File: src/rtl/rtpl_pkg.sv
// ----------------------------------------------------------------------------
// rtpl_pkg
// Types, constants and helpers shared by the route table prefix lookup block.
// ----------------------------------------------------------------------------
package rtpl_pkg;

  localparam int TABLE_ENTRIES = 64;
  localparam int IDX_W         = (TABLE_ENTRIES > 1) ? $clog2(TABLE_ENTRIES) : 1;

  typedef logic [IDX_W-1:0] idx_t;

  typedef enum logic [1:0] {
    MODE_ADD    = 2'd0,
    MODE_REMOVE = 2'd1,
    MODE_CLEAR  = 2'd2,
    MODE_LOOKUP = 2'd3
  } mode_e;

  typedef enum logic [1:0] {
    STATUS_DONE     = 2'd0,
    STATUS_NO_ROUTE = 2'd1,
    STATUS_FULL     = 2'd2
  } status_e;

  typedef enum logic [2:0] {
    ST_IDLE,
    ST_SCAN,
    ST_DRAIN,
    ST_APPLY,
    ST_RESP
  } state_e;

  typedef struct packed {
    mode_e       mode;
    logic [31:0] address;
    logic [31:0] entry_mask;
    logic [31:0] entry_next_hop;
    logic [3:0]  entry_interface;
  } req_t;

  typedef struct packed {
    status_e     status;
    logic        hit;
    logic        exact_hit;
    logic [31:0] found_dest;
    logic [31:0] found_mask;
    logic [31:0] found_next_hop;
    logic [3:0]  found_interface;
    logic [5:0]  found_prefix_length;
  } rsp_t;

  // One stored route; prefix length is computed once on insert.
  typedef struct packed {
    logic [31:0] dest;
    logic [31:0] mask;
    logic [31:0] next_hop;
    logic [3:0]  itf;
    logic [5:0]  plen;
  } slot_t;

  // Table port commands from the controller.
  typedef struct packed {
    logic  rd_en;
    idx_t  rd_addr;
    logic  wr_en;
    idx_t  wr_addr;
    slot_t wr_data;
    logic  clr_en;
    idx_t  clr_addr;
    logic  clr_all;
  } tbl_cmd_t;

  // Registered read return from the table.
  typedef struct packed {
    logic  valid;
    idx_t  idx;
    logic  slot_valid;
    slot_t entry;
  } tbl_rd_t;

  // Scan results collected over one pass of the table.
  typedef struct packed {
    logic  exact_found;
    idx_t  exact_idx;
    slot_t exact_entry;
    logic  free_found;
    idx_t  free_idx;
    logic  best_found;
    slot_t best_entry;
  } scan_res_t;

  // Count of leading one bits: each width is checked on its own.
  function automatic logic [5:0] lead_ones(input logic [31:0] m);
    logic [5:0]  n;
    logic [31:0] top;
    n = 6'd0;
    for (int k = 1; k <= 32; k++) begin
      top = ~(32'hFFFF_FFFF >> k);
      if ((m & top) == top) begin
        n = 6'(k);
      end
    end
    return n;
  endfunction

endpackage

File: src/rtl/rtpl_match.sv
// ----------------------------------------------------------------------------
// rtpl_match
// Per-slot compare unit: tracks exact key hit, lowest free slot and the
// best prefix match while the table streams past one slot a cycle.
// ----------------------------------------------------------------------------
module rtpl_match (
  input  logic                clk,
  input  logic                rst,
  input  logic                start,
  input  logic [31:0]         key,
  input  rtpl_pkg::tbl_rd_t   rd,
  output rtpl_pkg::scan_res_t res
);
  import rtpl_pkg::*;

  logic key_eq;
  logic pfx_eq;
  logic better;

  assign key_eq = rd.slot_valid && (rd.entry.dest == key);
  assign pfx_eq = rd.slot_valid && ((key & rd.entry.mask) == (rd.entry.dest & rd.entry.mask));
  // Longer prefix wins; on equal length the smaller destination wins.
  assign better = !res.best_found
               || (rd.entry.plen > res.best_entry.plen)
               || ((rd.entry.plen == res.best_entry.plen)
                   && (rd.entry.dest < res.best_entry.dest));

  always_ff @(posedge clk) begin
    if (rd.valid) begin
      if (key_eq && !res.exact_found) begin
        res.exact_idx   <= rd.idx;
        res.exact_entry <= rd.entry;
      end
      if (!rd.slot_valid && !res.free_found) begin
        res.free_idx <= rd.idx;
      end
      if (pfx_eq && better) begin
        res.best_entry <= rd.entry;
      end
    end
    if (rst) begin
      res.exact_found <= 1'b0;
      res.free_found  <= 1'b0;
      res.best_found  <= 1'b0;
    end else if (start) begin
      res.exact_found <= 1'b0;
      res.free_found  <= 1'b0;
      res.best_found  <= 1'b0;
    end else if (rd.valid) begin
      if (key_eq && !res.exact_found) begin
        res.exact_found <= 1'b1;
      end
      if (!rd.slot_valid && !res.free_found) begin
        res.free_found <= 1'b1;
      end
      if (pfx_eq && better) begin
        res.best_found <= 1'b1;
      end
    end
  end

endmodule

File: config.mk
export PLATFORM = sky130hd
export DESIGN_NAME = rtpl_match
export DESIGN_NICKNAME = d
export VERILOG_FILES = /design/src/rtl/rtpl_pkg.sv /design/src/rtl/rtpl_match.sv
export SDC_FILE = /design/constraint.sdc
export NUM_CORES = 1
export LEC_CHECK = 0
export BUFFER_PORTS_ARGS = -buffer_cell sky130_fd_sc_hd__buf_2
export CORE_ASPECT_RATIO = 0.6
export CORE_MARGIN = 2
export CORE_UTILIZATION = 25
export DETAILED_ROUTE_END_ITERATION = 6
export SLEW_MARGIN = 30
export SYNTH_ARGS = -nofsm -noshare
export SYNTH_HDL_FRONTEND = slang
export SYNTH_SLANG_ARGS = --single-unit
File: constraint.sdc
create_clock -name clk -period 15.3 [get_ports clk]
set_input_delay 0 -clock clk [delete_from_list [all_inputs] [get_ports clk]]
set_output_delay 0 -clock clk [all_outputs]
set_load 0.02 [all_outputs]
# After elaboration in Yosys (flattened, before gate mapping)
# Cells that the tools add are included.
# word_totals
inputBits,149
ff_bits,227
word_cells,38
# op_classes
bitwise_logic,2
order_cmp,2
n_reduce_logical,16
eq_ne,3
# op_table
cell,count
32-bit bitwise AND,2
32-bit equality test,2
32-bit < comparator,1
6-bit equality test,1
6-bit greater-than comparator,1
1-bit logical AND,6
2-bit AND reduction,3
1-bit logical NOT,4
1-bit logical OR,2
2-bit OR reduction,1

# Logic depth before layout (Yosys ltp)
# logic_depth
word_depth,5
depth_mapped,7
mapped_depth_nobuf,7

# Least setup slack after synthesis
# Ideal clock, no wire load.
# synth_timing
kind,flip-flop to flip-flop
from,register res[4] (netlist name)
to,"register res[0] (netlist name), enable pin"
arrival_time_ns,11.545
setup_time_ns,0.831
stages_incl_launch_ff,8
setup_slack_ns,2.924
cell_sequence,edfxtp_1 -> inv_1 -> ha_1 -> and4_1 -> nand3_1 -> a2111oi_0 -> a311oi_1 -> nor4_1
# synth_via
elab_chain_len,5
elab_cells_between_ends,7
# synth_rtl
item,line_no,text
start: declaration,rtpl_match.sv:12,output rtpl_pkg::scan_res_t res
6-bit greater-than comparator / 6-bit equality test (equally long branches),"rtpl_match.sv:24, rtpl_match.sv:25",
1-bit logical OR / 1-bit logical AND (equally long branches),"rtpl_match.sv:24, rtpl_match.sv:26",
1-bit logical OR *,rtpl_match.sv:25,|| ((rd.entry.plen == res.best_entry.plen)
1-bit logical AND *,rtpl_match.sv:37,if (pfx_eq && better) begin
2-bit AND reduction (no source line) *,-,
# Every way passes the cells marked *; elsewhere a longest branch is shown, timed or not.
# A chain may end at the register's enable or synchronous reset.

# Final worst setup path
# layout_timing
from,register res[103] (netlist name)
to,"register res[39] (netlist name), enable pin"
# layout_via
elab_chain_len,5
# layout_rtl
item,line_no,text
32-bit < comparator,rtpl_match.sv:26,&& (rd.entry.dest < res.best_entry.dest));
1-bit logical AND,rtpl_match.sv:26,
1-bit logical OR,rtpl_match.sv:25,
1-bit logical AND,rtpl_match.sv:37,
2-bit AND reduction (no source line),-,
# Every way passes these cells.

==> results_dict.tcl <==
set metrics [dict create \
    worst_pin_slew_ns 0.858 \
    numCtsBuffers 23 \
    synth_area_sq_um 8420 \
    final_layout_size_suffix_gt1_frac 0.417 \
    async_flop_share 0 \
    final_common_cell "buf_2" \
    wl_per_cell_um 19.6 \
    fin_nets 1176 \
    antenna_found_initial 3 \
    postCtsResizedCells 0 \
    slew_viol_final 0 \
    synth_top_area_cell "edfxtp_1" \
    p_leak_uw 0.00522 \
    post-route-min-period_ns 3.21 \
    htree_num_levels 1 \
    hold_violations 0 \
    cp_data_arrival_time_ns 3.37 \
    vias_per_cell 4.15 \
    ctsRootBufferMaster "clkbuf_16" \
    peakVddDrop_v 0.0000772 \
    yosys-top-cells-area "edfxtp_1 80%, ha_1 5.5%, xor2_1 3.3%" \
    run_status "completed" \
    final.setup_skew_ns 0.0200 \
    route.met3.wl_um 2520 \
    synth_edf_count 224 \
    p_per_area_nw_per_um2 104 \
    critical_path_class "flop to flop" \
    synth.top_cell.area_share 0.798 \
    area_growth_pct 52.1 \
    finalPower_uw 1330 \
    fin_setup_tns_ns 0 \
    antenna_left 0 \
    synth_fp_nets 655 \
    top_layer_used "met5" \
    grt_max_degree 73 \
    die_area_sq_um 35200 \
    tritoncts "built" \
    max_freq_ghz 0.311 \
    layout_common_cells "375 x buf_2, 224 x edfxtp_1, 117 x dlygate4sd3_1" \
    ys_ff_latch 227 \
    cts.path.max_buffers 3 \
    netlist_instances 469 \
    setup_viol 0 \
    stdcell_count 1469 \
    hp-class "primary input to flop" \
    relSlewSlack 0.428 \
    clock-sinks 227 \
    wl_um 28700 \
    rsz0062_at_grt "false" \
    dpl.cell_count 1307 \
    yosys_most_used_dff "edfxtp_1" \
    rows 52 \
    clock_latency_ns 0.54 \
    initial_core_util 0.252 \
    routabilityCongestion 0.824 \
    drc 0 \
    drt-initial-drc-count 329 \
    dr_wl_met2_um 13500 \
    vias 6093 \
    cp_max_fo 58 \
    top_register "res" \
    core_area_sq_um 33400 \
    grt_pass1_wl_um 40500 \
    maxCapViolations 0 \
    yosysSeqAreaShare 0.806 \
    die_w_um 241 \
    crit_path_end_kind "flop" \
    reg_top3 "res x227" \
    largest_reg_flops 227 \
    boundaryPins 376 \
    groute.usage.overall 0.159 \
    synth_cell_types 31 \
    cp.required_ns 15.46 \
    grt_pass1_vias 6299 \
    die_h_um 146 \
    fin_crit_sh 0.210 \
    avgSynthCellArea_sq_um 18.0 \
    cp-start-kind "flop" \
    clk_pin_slew_ns 0.07 \
    dp_hpwl_um 21300 \
    first_pass_iters 4 \
    io_buffers 375 \
    yosysWarnings 0 \
    drt-met1-wl_um 12000 \
    grt-ovfl-total 0 \
]
-- layer usage --
metal | vias to the layer above | global-route usage
li1 | 2856 | -
met1 | 2917 | 0.197
met2 | 275 | 0.265
met3 | 43 | 0.0535
met4 | 2 | 0.0414
met5 | - | 0
-- cell families after synthesis --
logic type               count (synthesis)  share of synthesized area
AND/OR/NAND/NOR                         91                     0.0551
adder cells (fa/ha/maj)                 37                     0.0550
XOR/XNOR                                32                     0.0333
buffers and inverters                   39                     0.0174
AO/OA/AOI/OAI                           43                     0.0337
flip-flops                             227                      0.806
-- power by group --
group | internal (uW) | switching, uW
registers | 683 | 0.265
clock network | 298 | 249
logic | 46.4 | 51.0
-- path summary, 6_finish.rpt --
kind              slack, ns  cells after the start        to  startpoint
hold / removal         0.11                      6  res[106]      key[7]
setup reg to reg      12.09                      8   res[39]    res[103]
hold reg to reg        0.52                      1  res[226]    res[226]
setup / recovery      12.09                      8   res[39]    res[103]
-- timing repair --
item	in CTS	in global routing
hold buffers	117	0
hold endpoints to repair	233	0
buffers inserted	0	0
-- worst max-delay path: stages (launching register included) --
cell and delay [ns]:
edfxtp_1 0.40, inv_1 0.07, ha_1 0.23, nand4_1 0.20, nor4_1 0.12, a2111oi_0 0.52, a311oi_1 0.23, nor4_2 0.28
buf_4 0.70
-- cell type report --
class                   count  area [sq um]
fillers                  3253         20600
flip-flops and latches    227          6790
repair buffers            496          3080
multi-input cells         203          1500
clock buffers              28           594
well taps                 459           574
inverters                  39           146
clock inverters            14           118
diodes                      3          7.51
-- Yosys cell counts (all sizes together) (2+ instances only) --
cell    instances
o21a            2
nor4           11
inv            39
a211oi          2
xor2           32
nor2            6
a22oi           9
nand3           9
o21ai           7
a21oi          16
nand4          13
nand2          37
and4            2
edfxtp        224
nand2b          2
ha             37
nor3            7
dfxtp           3
-- through the flow --
step	cell area (sq um)	setup slack, ns	hold slack [ns]	utilization
final	12800	12.09	0.115	0.383
after global placement	10900	12.22	0.184	0.326
after CTS	12800	12.01	0.0787	0.383
after detailed placement	10900	12.03	0.183	0.326
after global routing	12800	11.85	0.149	0.383
after floorplan	8420	2.92	0.0768	-
(Power assumes the default switching activity.)
